<file path="src/rtl/clr_pkg.sv">
package clr_pkg;

  localparam int GAP_LIMIT_MS_DEF = 500;
  localparam int LEVEL_FRAC_BITS  = 14;
  localparam logic [31:0] DECAY_STEP_Q32   = 32'd4085499269;
  localparam logic [31:0] RECOVER_STEP_Q32 = 32'd4286385946;
  localparam int PROD_W    = 49;
  localparam int DIV_CNT_W = 6;
  localparam int NUM_REGS  = 4;
  localparam int CFG_IDX_W = 3;

  typedef enum logic [CFG_IDX_W-1:0] {
    REG_START_LEVEL,
    REG_END_LEVEL,
    REG_RAMP_DURATION,
    REG_CURRENT_LIMIT
  } cfg_reg_t;

  typedef enum logic [2:0] {
    ST_FILL,
    ST_IDLE,
    ST_MUL_RAMP,
    ST_DIV_LOAD,
    ST_DIV,
    ST_MUL_LEVEL,
    ST_UPDATE
  } state_t;

  typedef struct packed {
    logic fill;
    logic capture;
    logic mul_ramp;
    logic div_load;
    logic div_step;
    logic mul_level;
    logic commit;
  } dp_cmd_t;

  typedef struct packed {
    logic fill_last;
    logic div_last;
  } dp_sts_t;

  function automatic logic [16:0] abs18(input logic signed [17:0] v);
    logic [17:0] t;
    t = v[17] ? 18'(-v) : 18'(v);
    return t[16:0];
  endfunction

endpackage

</file>
<file path="src/rtl/clr_ctrl.sv">
module clr_ctrl (
  input  logic              clk,
  input  logic              rst,
  input  logic              in_valid,
  output logic              in_ready,
  input  logic              out_ready,
  output logic              out_valid,
  input  clr_pkg::dp_sts_t  sts,
  output clr_pkg::dp_cmd_t  cmd
);
  import clr_pkg::*;

  state_t state, state_next;

  always_ff @(posedge clk) begin
    if (rst) begin
      state     <= ST_FILL;
      out_valid <= 1'b0;
    end else begin
      state <= state_next;
      if (cmd.commit) begin
        out_valid <= 1'b1;
      end else if (out_ready) begin
        out_valid <= 1'b0;
      end
    end
  end

  always_comb begin
    cmd        = '0;
    in_ready   = 1'b0;
    state_next = state;
    unique case (state)
      ST_FILL: begin
        cmd.fill = 1'b1;
        if (sts.fill_last) state_next = ST_IDLE;
      end
      ST_IDLE: begin
        in_ready = 1'b1;
        if (in_valid) begin
          cmd.capture = 1'b1;
          state_next  = ST_MUL_RAMP;
        end
      end
      ST_MUL_RAMP: begin
        cmd.mul_ramp = 1'b1;
        state_next   = ST_DIV_LOAD;
      end
      ST_DIV_LOAD: begin
        cmd.div_load = 1'b1;
        state_next   = ST_DIV;
      end
      ST_DIV: begin
        cmd.div_step = 1'b1;
        if (sts.div_last) state_next = ST_MUL_LEVEL;
      end
      ST_MUL_LEVEL: begin
        cmd.mul_level = 1'b1;
        state_next    = ST_UPDATE;
      end
      ST_UPDATE: begin
        if (!out_valid || out_ready) begin
          cmd.commit = 1'b1;
          state_next = ST_IDLE;
        end
      end
      default: state_next = ST_IDLE;
    endcase
  end
endmodule

</file>
<file path="config.mk">
export PLATFORM = sky130hd
export DESIGN_NAME = clr_ctrl
export DESIGN_NICKNAME = d
export VERILOG_FILES = /design/src/rtl/clr_pkg.sv /design/src/rtl/clr_ctrl.sv
export SDC_FILE = /design/constraint.sdc
export NUM_CORES = 1
export LEC_CHECK = 0
export BUFFER_PORTS_ARGS = -buffer_cell sky130_fd_sc_hd__buf_2
export CAP_MARGIN = 20
export CORE_AREA = 4 4 41 43
export DETAILED_ROUTE_END_ITERATION = 6
export DIE_AREA = 0 0 45 47
export PLACE_DENSITY = 0.54
export SETUP_SLACK_MARGIN = 0.15
export SYNTH_ARGS = -nofsm -noshare
export SYNTH_HDL_FRONTEND = slang
export SYNTH_SLANG_ARGS = --single-unit
</file>
<file path="constraint.sdc">
create_clock -name clk -period 1.2 [get_ports clk]
set_input_delay 0.18 -clock clk [delete_from_list [all_inputs] [get_ports clk]]
set_output_delay 0.18 -clock clk [all_outputs]
set_load 0.005 [all_outputs]
</file>
# --- Word-level counts from Yosys, hierarchy flattened ---
# Index checks and enable logic that the tools add are counted.
word_totals:
  input_bits: 6
  output_inout_bits: 9
  elab_cells: 34
  register_bits: 4
classes:
  n_reduce_logical: 5
  eq_ne: 10
  mux: 17
op_table:
  columns: ["cell", "n"]
  rows:
  - ["$pmux 3 s7", 1]
  - ["$mux 1", 12]
  - ["$mux 3", 4]
  - ["$eq 3x3->1 const B", 3]
  - ["$ne 2x2->1 const B", 4]
  - ["$eq 3x2->1 const B", 2]
  - ["$reduce_and 4->1", 1]
  - ["$eq 3x1->1 const B", 1]
  - ["$logic_not 3->1", 1]
  - ["$reduce_bool 2->1", 1]
  - ["$logic_not 1->1", 1]
  - ["$logic_or 1x1->1", 1]

# --- Logic depth before layout (Yosys ltp) ---
# Gate-level depths: netlist of the first run.
logic_depth:
  depth_word: 5
  ltp_mapped: 4
  ltp_nobuf: 3

# --- Worst setup path before layout of the first run ---
# No wires, ideal clock.
synth_timing:
  path_type: "register to output"
  start: "reg state[1]"
  end: "out cmd[5] (netlist name)"
  slack_ns: 0.176
  path_buffers: 1
  stages_incl_launch_ff: 4
  required_ns: 1.020
  t_arrival_ns: 0.844
  cell_sequence: "dfxtp_1 -> buf_6 -> nor3b_1 -> and2_1"
synth_lines:
  columns: ["element", "line", "text"]
  rows:
  - ["start, declared", "clr_ctrl.sv:13", "state_t state, state_next;"]
  - ["start signal, assigned", "clr_ctrl.sv:20", "state <= state_next;"]
  - ["end, declared", "clr_ctrl.sv:9", "output clr_pkg::dp_cmd_t cmd"]

==> reports/qor_table.md, run 1 <==
| Result | Value |
| --- | --- |
| Net count, final | 62 |
| Final worst path period need | 1.21 ns |
| Finished layout cell area | 432 um2 |
| Slew at the pin closest to its max-slew limit | 0.212 ns |
| Placeable core region | 1300 um2 |
| Share of total power consumed by net switching | 0.274 |
| Global router's overall resource usage | 0.0766 |
| Clock sink total | 4 |
| Post-Syn Instances | 34 |
| Clock tree from TritonCTS | yes |
| Classification of the worst setup path | reg -> out |
| DRT Wirelength | 760 um |
| Violations in the final reports | setup timing |
| Fillers | 144 |
| Syn_nets | 40 |
| Pin count of the biggest net entering global routing | 11 |
| Share of synthesized area occupied by flip-flops and latches | 0.292 |
| Synthesized area divided by synthesized cell count | 8.06 um2 |
| Maximum fanout along the worst path | 6 |
| Most used standard cells in the synthesized netlist | sky130_fd_sc_hd__dfxtp_1, sky130_fd_sc_hd__a21oi_1, sky130_fd_sc_hd__nor3_1 |
| Accumulated negative setup slack | -0.00702 ns |
| Cell area reported after detailed placement | 364 um2 |
| Count of input and output buffers | 14 |
| Clock latency at the later pin of the worst-skew pair | 0.23 ns |
| Total standard cell area after synthesis | 274 um2 |
| Normalized max-slew margin | 0.858 |
| Post-synthesis async set-or-reset flop share | 0 |
| Initial DRC count | 1 |
| Worst-case clock buffer depth | 2 |
| Top cell type by total area after synthesis | sky130_fd_sc_hd__dfxtp_1 |
| Total number of yosys warnings | 0 |
| Final critical-path share of the clock period | 1.01 |
| Number of synthesized register bits | 4 |
| Worst EP required | 1.02 ns |
| GRT Residual Overflow | 0 |
| Slack of the critical path | -0.00702 ns |
| Power spent charging and discharging nets | 0.120 mW |
| Share of final-layout standard cells stronger than drive strength 1 | 0.574 |
| Final Slew Violations | 0 |
| # H-tree levels | 1 |
| Count of endpoints failing setup in the final report | 1 |
| Minimum hold slack | 0.161 ns |
| Routability-driven placement congestion ratio | 0.668 |
| EDFF count, synth | 0 |
| Post-synthesis cell type count | 22 |
| Area occupied by multi-input gates | 183 um2 |
| DR vias/cell | 4.61 |
| Most common cell in the netlist | sky130_fd_sc_hd__dfxtp_1 |
| Routed length per placed instance | 11.0 um |
| Arrival time of the worst setup path | 1.03 ns |
| Classification of the worst-slack hold path | in -> reg |
| Number of buffers added by the clock tree synthesis step | 3 |
| Vias in the first global route | 273 |
| Hold violation total from the final report | 0 |
| Biggest area contributors in the synthesized netlist | sky130_fd_sc_hd__dfxtp_1, sky130_fd_sc_hd__a21oi_1, sky130_fd_sc_hd__nor3_1, sky130_fd_sc_hd__nor3b_1, sky130_fd_sc_hd__and3_1 |
| Register clock-pin slew on the reported worst setup and hold paths | 0.04 ns |
| Fraction of power consumed by combinational cells | 0.266 |
| Worst-case vdd ir drop | 360 uV |
| Seq pwr share | 0.355 |
| Critical path startpoint category | register |
| FP Rows | 13 |
| Die Y | 47 um |
| Main flop type after synthesis | sky130_fd_sc_hd__dfxtp_1 |
| Total internal power | 0.317 mW |
| Detailed-route DRC error count | 0 |
| Detailed Place HPWL | 521 um |
| Router iterations before antenna repair | 2 |
| Root buffer cell | sky130_fd_sc_hd__clkbuf_4 |
| Endpoint kind of the worst setup timing path | output pin |
| Setup skew after layout | 0.000685 ns |
| FF/Latch Area | 88.8 um2 |
| Status | finished, violations left |
| # hold bufs at CTS | 0 |
| Area delta synth->final | 57.5% |
| Relative contribution of the clock network to total power | 0.379 |
| Post-synth top area share | 0.292 |
| DIE AREA | 2120 um2 |
| Die Span X | 45 um |
| Vias after detailed routing | 318 |
| Max-cap violation count | 0 |
| Wire length of the first global-routing pass | 1.08 mm |
| Pwr per Cell Area | 1010 nW/um2 |
| Unrepaired setup endpoints after global routing | yes |
| Static Leak | 0.216 nW |
| Achievable clock frequency | 828 MHz |
| Top-level port count | 15 |
| Initial core utilization | 0.211 |
| Ant. Diodes | 0 |
| Antenna-violating nets left | 0 |
| Number of antenna violations at the first check in global routing | 0 |
sequential cells by signal, indices dropped and copies added, names as in the netlist:
signal,cells
out_valid,1
state,3
cells by family after synthesis:
logic type             count (synthesis)  synth area share
AOI/OAI and AO/OA                      8             0.201
and+or+nand+nor                       18             0.416
buffers and inverters                  4            0.0913
DFF                                    4             0.292
critical path, cell delays in order (launching register included):
cell and delay (ns):
sky130_fd_sc_hd__dfxtp_4 0.35, sky130_fd_sc_hd__nor3b_2 0.20, sky130_fd_sc_hd__and2_1 0.14, sky130_fd_sc_hd__buf_2 0.10
layer usage:
metal | wire length (um) | GRT usage | vias to the layer above | part of all wire
met4 | 14 | 0.0877 | 0 | 0.018
met3 | 73 | 0.0230 | 2 | 0.096
met1 | 301 | 0.0727 | 139 | 0.40
met5 | 0 | 0 | - | 0
met2 | 371 | 0.124 | 12 | 0.49
li1 | - | - | 165 | -
per-stage QoR:
step,power [mW],utilization,setup slack (ns),instances
6_report,0.436,0.332,-0.00702,69
5_1_grt,0.466,0.332,-0.0595,69
4_1_cts,0.438,0.312,-0.0234,67
3_5_place_dp,0.260,0.280,0.0706,63
3_3_place_gp,0.260,0.280,0.0752,63
2_1_floorplan,0.219,-,0.176,34
what timing repair did:
item	in CTS	in global routing
pin swaps	5	4
endpoints found under the setup margin	10	9
setup buffers	1	2
resized for setup	7	6
cell usage in the layout (no fill, tap or decap), drive strengths merged, types with 2 or more instances in the layout:
cell type | Yosys | layout
nor3b | 2 | 2
a21oi | 4 | 4
buf | 3 | 20
nor2 | 2 | 2
nor3 | 3 | 3
nand2b | 2 | 2
clkbuf | 0 | 3
and3 | 2 | 2
dfxtp | 4 | 4
power by group through the flow:
stage	Sequential (mW)	Combinational, mW	Clock (mW)
2_1_floorplan	0.150	0.0688	0
3_3_place_gp	0.159	0.101	0
3_5_place_dp	0.159	0.100	0
4_1_cts	0.155	0.107	0.176
5_1_grt	0.157	0.129	0.180
6_report	0.155	0.116	0.166
path summary, 6_finish.rpt:
| kind | startpoint | to | slack, ns | cells past startpoint |
|---|---|---|---|---|
| max | state[2] | cmd[5] | -0.007 | 3 |
| min reg2reg | out_valid | out_valid | 0.58 | 2 |
| max reg2reg | state[2] | state[1] | 0.08 | 4 |
| min | rst | state[1] | 0.16 | 2 |
layout make-up:
type / instances / area share
flip-flops and latches: 4 / 0.206
clock buffers: 3 / 0.0522
multi-input cells: 26 / 0.423
inverters: 1 / 0.00870
well taps: 15 / 0.0435
repair buffers: 20 / 0.267
Note: power is estimated with default switching activity, not from simulation.
==> inputs of run 2 (changes only) <==
clock period = 1.26 ns   (was 1.2 ns; I/O delays follow)
==> run 2 against run 1 <==
  * Clock-buffer cell count did not move
  * Worst hold slack improved by 0.013 ns
  * Cell count rose by 7.2%
  * Critical path depth did not move
  * Total power rose by 7.7%
  * Clock skew rose by 0.0070 ns
  * The flow now finishes without violations
  * Critical path type unchanged
==> reports/qor_table.md, run 2 (synthesis gave the netlist of run 1 again) <==
| Result | Value | vs previous |
| --- | --- | --- |
| Fraction of power consumed by combinational cells | 0.327 | +0.061 |
| Register name with the most flops | state |  |
| Cell area reported after detailed placement | 349 um2 | -4.1% |
| Ant. Diodes | 0 | unchanged |
| Worst-case vdd ir drop | 475 uV | +32% |
| Post-layout instance count excluding filler cells | 74 | +7.2% |
| Initial DRC count | 7 | +6 |
| # placed instances | 61 | -3.2% |
| Detailed Place HPWL | 505 um | -3.0% |
| Final worst path period need | 1.23 ns |  |
| Arrival time of the worst setup path | 1.04 ns | about the same |
| Number of buffers added by the clock tree synthesis step | 3 | unchanged |
| Net count, final | 67 | +8.1% |
| Die Span X | 45 um | unchanged |
| End point of the critical path | cmd[0] |  |
| Worst EP required | 1.07 ns | +0.05 ns |
| Count of input and output buffers | 14 | unchanged |
| Pwr per Cell Area | 908 nW/um2 | -10% |
| Classification of the worst-slack hold path | in -> reg |  |
| Count of cells along the worst register-to-register path | 4 | unchanged |
| # hold bufs at CTS | 0 | unchanged |
| Finished layout cell area | 518 um2 | +20% |
| DRT Wirelength | 923 um | +21% |
| Clock latency at the later pin of the worst-skew pair | 0.24 ns | about the same |
| FP Rows | 13 | unchanged |
| Wire length of the first global-routing pass | 1.15 mm | +6.4% |
| Share of final-layout standard cells stronger than drive strength 1 | 0.695 | +0.121 |
| Register clock-pin slew on the reported worst setup and hold paths | 0.04 ns | about the same |
| Relative contribution of the clock network to total power | 0.350 | -0.029 |
| DR vias/cell | 4.64 | +0.57% |
| Global router's overall resource usage | 0.0821 | +0.00553 |
| GRT Residual Overflow | 0 | unchanged |
| Detailed-route DRC error count | 0 | unchanged |
| Worst flop-to-flop path endpoint | state[0] |  |
| Maximum fanout along the worst path | 5 | -1 |
| Critical path startpoint category | register |  |
| Number of antenna violations at the first check in global routing | 0 | unchanged |
| Top-level port count | 15 | unchanged |
| Reg-to-reg slack, setup | 0.06 ns | -0.02 ns |
| Most common library cell in the layout ignoring fill and taps | sky130_fd_sc_hd__buf_2 |  |
| Clock sink total | 4 | unchanged |
| Clock tree from TritonCTS | yes |  |
| FF-to-FF Start | state[1] |  |
| Placeable core region | 1300 um2 | unchanged |
| Achievable clock frequency | 816 MHz |  |
| Routability-driven placement congestion ratio | 0.673 | +0.85% |
| Vias after detailed routing | 343 | +7.9% |
| DIE AREA | 2120 um2 | unchanged |
| Commonest cells after routing, fill and taps aside | sky130_fd_sc_hd__buf_2, sky130_fd_sc_hd__buf_4, sky130_fd_sc_hd__clkbuf_4, sky130_fd_sc_hd__dfxtp_4 |  |
| Final critical-path share of the clock period | 0.973 |  |
| Flip-flop count of the largest register, all copies and words added | 3 | unchanged |
| Seq pwr share | 0.323 | -0.032 |
| Normalized max-slew margin | 0.847 | -0.0112 |
| Biggest regs | state: 3 flops, out_valid: 1 flops |  |
| Count of endpoints failing setup in the final report | 0 | -1 |
| Static Leak | 0.244 nW | +13% |
| Max-cap violation count | 0 | unchanged |
| Router iterations before antenna repair | 4 | +2 |
| Status | complete, no violations |  |
| Hold violation total from the final report | 0 | unchanged |
| Power spent charging and discharging nets | 0.137 mW | +15% |
| Share of total power consumed by net switching | 0.291 | +0.0174 |
| Antenna-violating nets left | 0 | unchanged |
| Endpoint kind of the worst setup timing path | output pin |  |
| Worst-case clock buffer depth | 2 | unchanged |
| Vias in the first global route | 289 | +5.9% |
| Root buffer cell | sky130_fd_sc_hd__clkbuf_4 |  |
| Critical path launch point | state[0] |  |
| Pin count of the biggest net entering global routing | 16 | +5 |
| Setup skew after layout | 0.00773 ns | +0.00704 ns |
| # H-tree levels | 1 | unchanged |
| Classification of the worst setup path | reg -> out |  |
| Slew at the pin closest to its max-slew limit | 0.229 ns | +0.0168 ns |
| Die Y | 47 um | unchanged |
| Unrepaired setup endpoints after global routing | yes |  |
| Total internal power | 0.333 mW | +5.1% |
| Area delta synth->final | 89.0% |  |
| Final Slew Violations | 0 | unchanged |
| Overall power of the completed layout | 0.470 mW | +7.7% |
| Routed length per placed instance | 12.5 um | +13% |
| Initial core utilization | 0.211 | unchanged |
[run 2: worst min-delay path by stage]
stage / end / start / depth (start not counted) / slack (ns)
2_1_floorplan: out_valid / rst / 1 / 0.26
3_3_place_gp: state[0] / rst / 2 / 0.43
3_5_place_dp: state[0] / rst / 2 / 0.43
4_1_cts: state[1] / rst / 2 / 0.16
5_1_grt: state[1] / rst / 2 / 0.17
6_report: state[1] / rst / 2 / 0.17
[run 2: cell type report]
class / instances / area (um2)
Timing Repair Buffer: 25 / 156
Multi-Input combinational cell: 26 / 225
Fill cell: 136 / 783
Inverter: 1 / 3.75
Sequential cell: 4 / 91.3
Tap cell: 15 / 18.8
Clock buffer: 3 / 22.5
[run 2: timing repair]
item                       4_1_cts  5_1_grt
pin swaps                        4        5
setup endpoints to repair        9        9
buffers inserted                 4        6
hold endpoints to repair         0        0
resized for setup                9       11
[run 2: stage by stage]
step | util | setup WS [ns] | hold WS [ns] | setup TNS, ns
floorplan | - | 0.227 | 0.258 | 0
global placement | 0.268 | 0.104 | 0.427 | 0
detailed placement | 0.268 | 0.0885 | 0.426 | 0
CTS | 0.328 | 0.0391 | 0.160 | 0
global route | 0.398 | -0.0205 | 0.167 | -0.0297
finish | 0.398 | 0.0343 | 0.174 | 0
[run 2: routing by layer]
metal,up-vias,track usage,part of all wire
li1,173,-,-
met1,156,0.0818,0.33
met2,14,0.124,0.56
met3,0,0.0690,0.11
met4,0,0.0351,0
met5,-,0,0
[run 2: critical path, cell delays in order, from the launching register on]
cell and delay (ns):
sky130_fd_sc_hd__dfxtp_4 0.35, sky130_fd_sc_hd__nand3b_1 0.19, sky130_fd_sc_hd__nor2b_1 0.13, sky130_fd_sc_hd__buf_2 0.12
[run 2: power groups by stage]
stage	Clock (mW)	Sequential (mW)	Combinational (mW)
3_5_place_dp	0	0.155	0.0837
4_1_cts	0.171	0.152	0.106
3_3_place_gp	0	0.155	0.0834
5_1_grt	0.186	0.154	0.169
2_1_floorplan	0	0.143	0.0655
6_report	0.164	0.152	0.154
